==> config.mk <==
export PLATFORM = sky130hd
export DESIGN_NAME = blop_front
export DESIGN_NICKNAME = d
export VERILOG_FILES = /design/src/blop_pkg.sv /design/src/blop_front.sv
export SDC_FILE = /design/constraint.sdc
export NUM_CORES = 1
export LEC_CHECK = 0
export ABC_AREA = 0
export BUFFER_PORTS_ARGS = -buffer_cell sky130_fd_sc_hd__buf_4
export CORE_MARGIN = 8
export CORE_UTILIZATION = 52
export CTS_BUF_LIST = sky130_fd_sc_hd__clkbuf_8 sky130_fd_sc_hd__clkbuf_16
export DETAILED_ROUTE_END_ITERATION = 8
export PLACE_DENSITY_LB_ADDON = 0.15
export SLEW_MARGIN = 20
export SYNTH_ARGS = -nofsm -noshare
export SYNTH_HDL_FRONTEND = slang
export SYNTH_SLANG_ARGS = --single-unit
==> constraint.sdc <==
create_clock -name i_clk -period 3.7 [get_ports i_clk]
set_input_delay 0.37 -clock i_clk [delete_from_list [all_inputs] [get_ports i_clk]]
set_output_delay 0.37 -clock i_clk [all_outputs]
set_load 0.01 [all_outputs]
==> src/blop_pkg.sv <==
package blop_pkg;

    localparam int MAX_STEPS       = 256;
    localparam int EXERCISE_PERIOD = 10;
    localparam int STEP_W          = $clog2(MAX_STEPS + 1);
    localparam int LAT_DEPTH       = MAX_STEPS + 1;
    localparam int QUEUE_DEPTH     = 2;
    localparam int QPTR_W          = $clog2(QUEUE_DEPTH);
    localparam int QCNT_W          = $clog2(QUEUE_DEPTH + 1);

    localparam logic [31:0] ONE_Q30 = 32'h4000_0000;
    localparam logic [31:0] MAX32   = 32'hFFFF_FFFF;

    localparam logic [2:0] OP_EUR_CALL = 3'd0;
    localparam logic [2:0] OP_EUR_PUT  = 3'd1;
    localparam logic [2:0] OP_AME_CALL = 3'd2;
    localparam logic [2:0] OP_AME_PUT  = 3'd3;
    localparam logic [2:0] OP_BER_PUT  = 3'd4;
    localparam logic [2:0] OP_UPO_CALL = 3'd5;
    localparam logic [2:0] OP_DKO_CALL = 3'd6;

    localparam logic [2:0] CFG_STEPS    = 3'd0;
    localparam logic [2:0] CFG_UP       = 3'd1;
    localparam logic [2:0] CFG_DOWN     = 3'd2;
    localparam logic [2:0] CFG_W_UP     = 3'd3;
    localparam logic [2:0] CFG_W_DOWN   = 3'd4;
    localparam logic [2:0] CFG_STRIKE   = 3'd5;
    localparam logic [2:0] CFG_BAR_HIGH = 3'd6;
    localparam logic [2:0] CFG_BAR_LOW  = 3'd7;

    typedef struct packed {
        logic [31:0] spot;
        logic [2:0]  operation;
    } t_in;

    typedef struct packed {
        logic [31:0] price;
        logic        saturated;
    } t_out;

    typedef struct packed {
        logic [8:0]  steps;
        logic [31:0] up_factor;
        logic [31:0] down_factor;
        logic [31:0] weight_up;
        logic [31:0] weight_down;
        logic [31:0] strike;
        logic [31:0] barrier_high;
        logic [31:0] barrier_low;
    } t_cfg;

    typedef struct packed {
        logic [31:0] spot;
        logic        op_ok;
        logic        is_call;
        logic        up_out;
        logic        dbl_out;
        logic        american;
        logic        bermudan;
    } t_job;

    // {clip, value} of a Q2.30 product shifted down by 30
    function automatic logic [32:0] q30_clip(input logic [63:0] p);
        logic clip;
        clip = |p[63:62];
        return {clip, clip ? MAX32 : p[61:30]};
    endfunction

    function automatic logic [31:0] payoff(input logic [31:0] s, input logic [31:0] k,
                                           input logic is_call);
        logic [31:0] r;
        if (is_call) r = (s > k) ? s - k : 32'd0;
        else         r = (k > s) ? k - s : 32'd0;
        return r;
    endfunction

    function automatic logic is_dead(input logic [31:0] s, input t_job j,
                                     input logic [31:0] hi, input logic [31:0] lo);
        return ((j.up_out || j.dbl_out) && s >= hi) || (j.dbl_out && s <= lo);
    endfunction

endpackage

==> src/blop_front.sv <==
module blop_front (
    input  logic           i_clk,
    input  logic           i_rst_n,
    input  logic           i_push,
    output logic           o_full,
    input  blop_pkg::t_in  i_item,
    output logic           o_job_valid,
    input  logic           i_job_take,
    output blop_pkg::t_job o_job
);
    import blop_pkg::*;

    t_job              r_q [QUEUE_DEPTH];
    logic [QPTR_W-1:0] r_wp, r_rp;
    logic [QCNT_W-1:0] r_cnt;
    t_job              n_job;
    logic              w_in, w_out;

    always_comb begin
        n_job.spot     = i_item.spot;
        n_job.op_ok    = i_item.operation <= OP_DKO_CALL;
        n_job.is_call  = i_item.operation == OP_EUR_CALL || i_item.operation == OP_AME_CALL ||
                         i_item.operation == OP_UPO_CALL || i_item.operation == OP_DKO_CALL;
        n_job.up_out   = i_item.operation == OP_UPO_CALL;
        n_job.dbl_out  = i_item.operation == OP_DKO_CALL;
        n_job.american = i_item.operation == OP_AME_CALL || i_item.operation == OP_AME_PUT;
        n_job.bermudan = i_item.operation == OP_BER_PUT;
    end

    assign o_full      = r_cnt == QCNT_W'(QUEUE_DEPTH);
    assign o_job_valid = r_cnt != '0;
    assign o_job       = r_q[r_rp];
    assign w_in        = i_push && !o_full;
    assign w_out       = i_job_take && o_job_valid;

    always_ff @(posedge i_clk) begin
        if (!i_rst_n) begin
            r_wp  <= '0;
            r_rp  <= '0;
            r_cnt <= '0;
        end else begin
            if (w_in)  r_wp <= r_wp + 1'b1;
            if (w_out) r_rp <= r_rp + 1'b1;
            r_cnt <= r_cnt + QCNT_W'(w_in) - QCNT_W'(w_out);
        end
    end

    always_ff @(posedge i_clk) begin
        if (w_in) begin
            r_q[r_wp] <= n_job;
        end
    end
endmodule

# [Yosys cells after proc, flatten, opt, wreduce, memory -nomap -nowiden]
# Memories as Yosys holds them, arrays and structs flattened. A register that Yosys moved wholly into a read port is not among the register bits.
# Cells that the tools add are included.
[op_classes] reduce_logical=9 mux=4 eq_ne=6 n_addsub=4 magnitude_cmp=1
[ops] cell="$eq A3 B3 Y1 const B" count=3
[ops] cell="$eq A3 B2 Y1 const B" count=2
[ops] cell="$logic_or A1 B1 Y1" count=4
[ops] cell="$mux W1" count=4
[ops] cell="$le A3 B3 Y1 const B" count=1
[ops] cell="$logic_not A3 Y1" count=1
[ops] cell="$add A1 B1 Y1 const B" count=2
[ops] cell="$add A2 B1 Y2" count=1
[ops] cell="$eq A2 B2 Y1 const B" count=1
[ops] cell="$logic_and A1 B1 Y1" count=2
[ops] cell="$reduce_bool A2 Y1" count=1
[ops] cell="$sub A2 B1 Y2" count=1
[ops] cell="$logic_not A1 Y1" count=1
[totals] regBits=4 mem_bits_rw=76 output_inout_bits=40 mem_count=1
[mem_list] memory="r_q" depth=2 width=38 rd=1 rd_clocked_by_memory_dff=1 write_ports=1 line_no="blop_front.sv:13" source="t_job r_q [QUEUE_DEPTH];"

# [Depth between registers and ports, before layout]
# Gate-level depths: netlist (run 1).
[depth] ltp_word=5 ltp_mapped=8

# [Worst setup path after synthesis (run 1)]
# No wires, ideal clock.
[synth_timing] path_kind="reg2reg" startpoint="reg r_cnt[0]" endpoint="mem r_q[0][0] (netlist name), enable pin" period_less_slack_ps=2616 setup_slack_ps=1084 t_arrival_ps=2183 setup_ps=433 stages_incl_launch_ff=4 path_cell_list="dfxtp_1 > nand2b_1 > nand2_1 > nor2_1"
[synth_between] elab_chain_len=5
[synth_rtl] item="start, declared" line_no="blop_front.sv:15" source="logic [QCNT_W-1:0] r_cnt;"
[synth_rtl] item="start signal, assigned" line_no="blop_front.sv:44" source="r_cnt <= r_cnt + QCNT_W'(w_in) - QCNT_W'(w_out);"
[synth_rtl] item="$eq A2 B2 Y1" line_no="blop_front.sv:30" source="assign o_full = r_cnt == QCNT_W'(QUEUE_DEPTH);"
[synth_rtl] item="$logic_not A1 Y1" line_no="blop_front.sv:33" source="assign w_in = i_push && !o_full;"
[synth_rtl] item="$logic_and A1 B1 Y1" line_no="blop_front.sv:33"
[synth_rtl] item="$mux W1" line_no="blop_front.sv:49" source="if (w_in) begin"
[synth_rtl] item="$mux W1 (not written as such)" line_no="blop_front.sv:50" source="r_q[r_wp] <= n_job;"
[synth_rtl] item="end, declared" line_no="blop_front.sv:13"
# Every way passes these cells.

==> flow_results.org, run 1 <==
** Detailed routing
- The detail route stage leaves a number of antenna-violating nets equal to 0.
- Number of search-and-repair iterations in the first detailed-routing pass :: 4
- Via/cell ratio :: 4.92
- The detailed router placed 1571 vias in this run.
- After detailed routing, the number of remaining DRC violations is 0.
- Routed wire length :: 5.37 mm
- For this block, the initial DRC count from the detailed router was 69.
- Detailed-route wire length per cell :: 16.8 um

** Synthesis
- Dividing the synthesized area by the synthesized cell count gives 20.3 um2.
- Sorting the synthesized cells by how often they occur yields edfxtp_1, mux2_4, mux2_2.
- Syn_nets :: 194
- Count of cell types in the netlist :: 21
- Share of synthesized flip-flops with an asynchronous set or reset :: 0%
- By area the synthesized netlist is led by edfxtp_1, mux2_4, mux2_2.
- The most used flip-flop cell after synthesis is edfxtp_1.
- Of the post-synthesis cell area, the dominant cell type holds 73.5%.
- The cell count after synthesis came out at 153.
- Summing the sequential cell areas from Yosys gives 76.7% of the chip area.
- Yosys printed 0 warnings.
- Leading cell type by number of instances after synthesis :: edfxtp_1
- The synthesized design spends more area on one cell type than any other, namely edfxtp_1.
- Register bit count reported by yosys :: 81
- Syn Std Cell Area :: 3110 um2
- Counting flops with a built-in enable in the synthesized netlist gives 76.

** Worst setup path
- The worst register-to-register path ends at r_q[0][24].
- Critical R2R Launch :: r_cnt[0]
- Data on the critical path is required at its endpoint by 3.33 ns.
- For the worst flop-to-flop path, the logic depth is 4.
- On the worst path, the slowest cell contributes a delay of 0.76 ns.
- Crit path max fanout :: 38
- Among all stages on the critical path, the largest delay is contributed by dfxtp_4.
- Data arrives at the worst endpoint at 1.67 ns.
- Kind of critical path :: flop to output port
- Across all register-to-register paths, the minimum setup slack is 1.92 ns.
- The signal on the critical path passes through mux2_2, buf_4.
- STA classifies the critical path endpoint as an output port.
- Kind of start point of the critical path :: flop

** Clocking
- Cells resized by post-CTS repair :: 0
- Counting along the longest clock path gives a buffer depth of 2.
- Deepest level of the CTS H-tree :: 3
- TritonCTS built the clock tree.
- CTS buffer count :: 9
- Clk Tree Root Cell :: clkbuf_8
- The later pin in the worst-skew pair is clocked with a latency of 0.33 ns.
- CTS saw 81 sinks.
- CTS hold repair buffers :: 0
- Post-CTS timing repair inserted 0 buffers for setup.
- Clock-pin slew was measured on the worst setup and hold paths at 0.08 ns.

** Timing
- Setup repair after global routing missed its margin :: no
- The number of hold violations in the final report is 0.
- The max-slew violation total from the final report is 0.
- The worst path needs 2.04 ns of the cycle, external delays included.
- Based on the critical path, the design can be clocked at up to 490 MHz.
- Accumulated negative setup slack :: 0 ns
- Clock skew after layout :: 0.00387 ns
- Tightest slew margin relative to the limit :: 39.4%
- The worst path meets setup with 1.66 ns of slack.
- Actual transition at the worst max-transition pin :: 0.908 ns
- Final setup violating endpoints :: 0
- Post-route fraction of the period consumed by the critical path :: 55.1%

** Die
- 79 I/O pins were placed.
- Measured along the y axis, the die boundary spans 93.3 um.
- Horizontal extent of the die :: 93.3 um
- Die area :: 8700 um2
- After floorplanning, the core was sized to cover 5850 um2.
- The floorplan has 28 rows.
- Effective utilization at floorplan :: 53.1%

** Hold path
- The min-delay analysis places its worst path in the category input port to flop.
- Hold path startpoint :: i_item[5]
- Counting instances, the worst hold path has a depth of 1.
- For hold timing, the worst endpoint is r_q[0][8].

** Final layout
- After the flow finishes, the layout carries non-filler instances totaling 319.
- Nets :: 280
- Layout fillers :: 414
- Area growth from synthesis to layout :: 28.6%
- Antenna diode count :: 0
- The finished cells cover 4000 um2.
- Share of layout cells above drive strength 1 :: 55.3%

** Power and ir drop
- The analysis attributes to cell leakage a power of 1.57 nW.
- VDD sags by at most 0.423 mV.
- Dividing total power by cell area gives a power density of 687 nW/um2.

** Place
- Pre-CTS setup slack :: 1.66 ns
- # port buffers :: 78
- Instance count after placement with tap cells included :: 302
- Post-placement cell area :: 3760 um2
- Placed wire-length estimate after detailed placement :: 3.64 mm
- Routability-driven placement finished with a final weighted congestion of 0.680.

** GRT
- Via count of the first global-routing pass :: 1678
- Antenna violations before repair :: 0
- Global-route wire length before repair :: 8.42 mm
- For this run the aggregate overflow at the end of global routing stands at 0.
- All-layer global routing usage :: 12.8%
- Largest net degree at the start of global routing :: 39

** Run status
- The flow ran to the end, and the final reports show no timing, DRC or antenna violations.

** Job
- Max-cap violations in this run came to 0.
## cell usage in the layout (no fill, tap or decap)
cell type   n
dfxtp_1     4
or2_2       1
mux2i_1     1
ha_1        2
and2_1      3
buf_4      78
nor2_4      1
clkinv_2    1
mux2_2     18
buf_16      1
nor2b_1     3
xnor2_1     2
o21a_1      1
clkbuf_8   12
nand3_1     1
dfxtp_4     1
mux2_4     20
edfxtp_1   76
inv_1       5
nor2_1      4
and3_2      1
nand2_1     3
bufinv_16   1
nor3_1      1
xor2_1      1
nand2b_1    2
## per-layer routing
layer | up-vias | wire length (um) | GRT usage, %
li1 | 750 | - | -
met1 | 768 | 2120 | 13.9
met2 | 45 | 2870 | 21.8
met3 | 8 | 299 | 4.33
met4 | 0 | 88 | 6.44
met5 | - | 0 | 0
## worst max-delay path: cells and delay by family (launching register included)
kind | cells | cell delay [ns]
flip-flops | 1 | 0.76
multiplexers | 1 | 0.42
buffers and inverters | 1 | 0.15
## cells by family after synthesis
logic type | Yosys count | share of synthesized area, %
xor+xnor | 3 | 0.846
fa+ha+maj | 2 | 0.805
simple gates | 20 | 3.30
buf+inv | 7 | 1.61
flops | 81 | 76.7
compound gates | 1 | 0.242
mux | 39 | 16.5
## power breakdown
part / switching (mW) / internal, mW / leakage (nW)
Clock: 0.279 / 0.361 / 0.115
Sequential: 0.118 / 1.19 / 0.752
Combinational: 0.326 / 0.474 / 0.702
Total: 0.722 / 2.02 / 1.57
## registers in the layout (all words and copies together), names as in the netlist, named ones only
signal,cells
r_rp,1
r_q,76
r_cnt,2
r_wp,1
## per-stage QoR
stage / util [%] / hold WS [ns] / total power [mW]
floorplan: - / 0.455 / 1.77
global placement: 64.2 / 0.493 / 2.11
detailed placement: 64.2 / 0.499 / 2.12
CTS: 67.8 / 0.195 / 2.76
global route: 68.3 / 0.192 / 2.88
finish: 68.3 / 0.214 / 2.74
## area by class of cell
class	instances	area [um2]	area share, %
clock buffers	12	165	4.13
well taps	75	93.8	2.35
multi-input cells	65	683	17.1
inverters	3	11.3	0.282
repair buffers	79	613	15.3
clock inverters	4	42.5	1.06
flip-flops and latches	81	2390	59.7
## worst max path at each step
stage	endpoint	slack, ns	cells after the start
CTS	o_job[13]	1.28	2
finish	o_job[17]	1.66	2
floorplan	r_q[0][0]	1.08	3
detailed placement	o_job[13]	1.66	2
global placement	o_job[13]	1.64	2
global route	o_job[13]	1.58	2
Power figures use the tool's default switching activity.
==> inputs of run 2 (changes only) <==
- CORE_UTILIZATION: 52 -> 47
- clock period: 3.7 -> 1.7 ns (I/O delays scaled with it)
==> run 2 against run 1 <==
Against the previous run:
- clock skew is 0.0045 ns higher
- final area increased by 7.1%
- utilization is 1.3 points lower
- largest cell class unchanged
- largest power group unchanged
==> flow_results.org, run 2 (same netlist as run 1, synthesis figures left out) <==
** Die
- The die covers 9470 um2.
- Cell row count :: 29
- From left edge to right edge, the die measures 97.3 um.
- Count of pins on the block boundary :: 79
- Effective utilization at floorplan :: 48.6%
- Core region area :: 6390 um2
- Die height :: 97.3 um

** Place
- Prior to clock tree synthesis, the placed netlist has a worst setup slack of 0.100 ns.
- Buffers placed on the I/O ports in this run total 78.
- Placed wire-length estimate after detailed placement :: 3.83 mm
- RePlAce Congestion :: 0.695

** Timing
- Post-route fraction of the period consumed by the critical path :: 94.5%
- On the final layout, the worst clock skew is 0.00837 ns.
- Number of endpoints with negative hold slack in the final report :: 0
- For the pin with the worst max-slew slack, the measured transition is 0.212 ns.
- Subtracting the final worst setup slack from the clock period gives 1.61 ns.
- Final setup violating endpoints :: 0
- Setup repair after global routing left no endpoint under its margin.
- Accumulated negative setup slack :: 0 ns
- The max-slew violation total from the final report came to 0.
- Final worst hold slack :: 0.0246 ns
- Timing would allow up to 623 MHz.
- Post-route setup slack :: 0.0939 ns
- Tightest slew margin relative to the limit :: 85.9%

** Power and ir drop
- IR analysis of the VDD net gives a maximum drop of 0.783 mV.
- Cell leakage power :: 1.68 nW
- Power density over the cells :: 1460 nW/um2

** Worst setup path
- Delay of the slowest cell on the worst path :: 0.37 ns
- Series of cell instances along the critical path :: buf_6, mux2_2, buf_4
- Top Family by Delay on Critical Path :: buffers and inverters
- In this run the critical register-to-register path is launched from r_cnt[0].
- Depth of the worst register-to-register path :: 8
- CP endpoint kind :: output port
- For the worst setup path, the data required time is 1.53 ns.
- The endpoint identified for the worst register-to-register timing path is r_cnt[1].
- Data on the critical path arrives at its endpoint at 1.44 ns.
- Flop2flop setup slack :: 0.10 ns
- Together, buffers and inverters on the worst path number 2.
- The worst setup path is of the flop to output port kind.
- The slowest stage of the critical path belongs to the cell mux2_2.
- Of all nets on the critical path, the largest fanout is 17.
- Kind of start point of the critical path :: flop

** Final layout
- Area growth from synthesis to layout :: 37.7%
- The register with the most flip-flops in the layout has 76 of them.
- In the layout the commonest cells are buf_4, edfxtp_1, mux2_4.
- Reg with most FFs :: r_q
- Fill cells in the final layout number 454.
- The largest registers in the layout are r_q (76), r_cnt (2).
- The library cell used most frequently in the layout, excluding fill and tap cells, is buf_4.
- The net count of the finished layout is 304.
- Share of layout cells above drive strength 1 :: 52.6%
- At the end of the flow the core is filled with cells to 67.0%.
- The number of antenna diodes in the final layout is 0.

** GRT
- Overflow after GRT :: 0
- The via count of the first global-routing pass is 1820.
- Largest net degree at the start of global routing :: 36
- Global routing consumed, over all layers together, 12.0% of the routing resources.
- The initial antenna violation count came to 0.
- The first global-routing pass estimated 9.03 mm of wire.

** Detailed routing
- Number of search-and-repair iterations in the first detailed-routing pass :: 4
- In this run the remaining antenna-violating nets after routing total 0.
- Vias after detailed routing :: 1649
- Via/cell ratio :: 4.78
- Summed over all layers, the routed wires come to 5.70 mm.
- After detailed routing, the average wire length per cell comes to 16.5 um.
- In the routed design, unresolved DRC markers number 0.
- The detailed router finished its first iteration with 38 violations.

** Clocking
- Clock sinks :: 81
- The longest clock path from root to sink contains 2 buffers.
- CTS buffer count :: 9
- Deepest level of the CTS H-tree :: 3
- CTS tree :: done
- The root buffer cell chosen for the clock tree is clkbuf_8.
- Latest clock arrival within the worst-skew pair :: 0.33 ns
- CTS clk-pin slew, worst paths :: 0.07 ns

** Hold path
- Hold EP :: r_q[0][23]
- Hold path startpoint :: i_item[20]
- Min-delay worst type :: input port to flop
- Min-Delay Path Depth :: 1

** Job
- Max-Cap Viols :: 0

** Run status
- Result of the run :: complete, no violations
-- run 2: cell types whose count changed in the layout (fill, tap and decap cells not counted), sizes merged --
cell and delta:
inv -1, clkbuf -1, dlygate4sd3 +19, clkinv -1, bufinv +1, buf +5, clkinvlp +2
-- run 2: worst max path at each step --
stage,startpoint,end,cells after the start
global route,r_cnt[0],r_cnt[1],8
floorplan,r_cnt[0],r_q[0][0],3
detailed placement,r_cnt[0],r_cnt[1],8
CTS,flop,o_job[16],3
global placement,r_cnt[0],r_cnt[1],8
finish,flop,o_job[16],3
-- run 2: per-stage QoR --
stage | total power, mW | cells | area (um2)
2_1_floorplan | 3.85 | 153 | 3120
4_1_cts | 6.32 | 336 | 4190
3_3_place_gp | 4.72 | 310 | 3850
6_report | 6.24 | 345 | 4280
3_5_place_dp | 4.75 | 310 | 3850
5_1_grt | 6.54 | 345 | 4280
-- run 2: final cells by class --
cell class,count,area (um2),area share [%]
multi-input combinational,65,683,16.0
sequential,81,2380,55.7
clock inverter,5,78.8,1.84
clock buffer,11,151,3.54
timing repair buffer,103,875,20.4
inverter,3,11.3,0.263
tap,77,96.3,2.25
-- run 2: repair_timing --
item,in CTS,in global routing
hold buffers,10,9
setup buffers,0,0
setup endpoints to repair,5,0
endpoints found under the hold margin,20,15
gates resized for setup,1,0
-- run 2: worst reg2reg max path: stages (launching register included) --
cell      delay [ns]
dfxtp_1         0.36
nand2b_1        0.16
nand2_1         0.09
ha_1            0.28
inv_1           0.04
ha_1            0.17
xor2_1          0.15
and2_1          0.16
nor3_1          0.11
-- run 2: layer usage --
| layer | vias up | GRT usage [%] | wire (um) |
|---|---|---|---|
| li1 | 800 | - | - |
| met1 | 793 | 13.1 | 2400 |
| met2 | 46 | 20.5 | 2920 |
| met3 | 10 | 3.91 | 289 |
| met4 | 0 | 6.29 | 98 |
| met5 | - | 0 | 0 |
-- run 2: power breakdown --
part	leakage [nW]	switching, mW	internal [mW]
Combinational	0.815	0.889	1.14
Sequential	0.751	0.100	2.57
Clock	0.113	0.637	0.902
Total	1.68	1.63	4.62
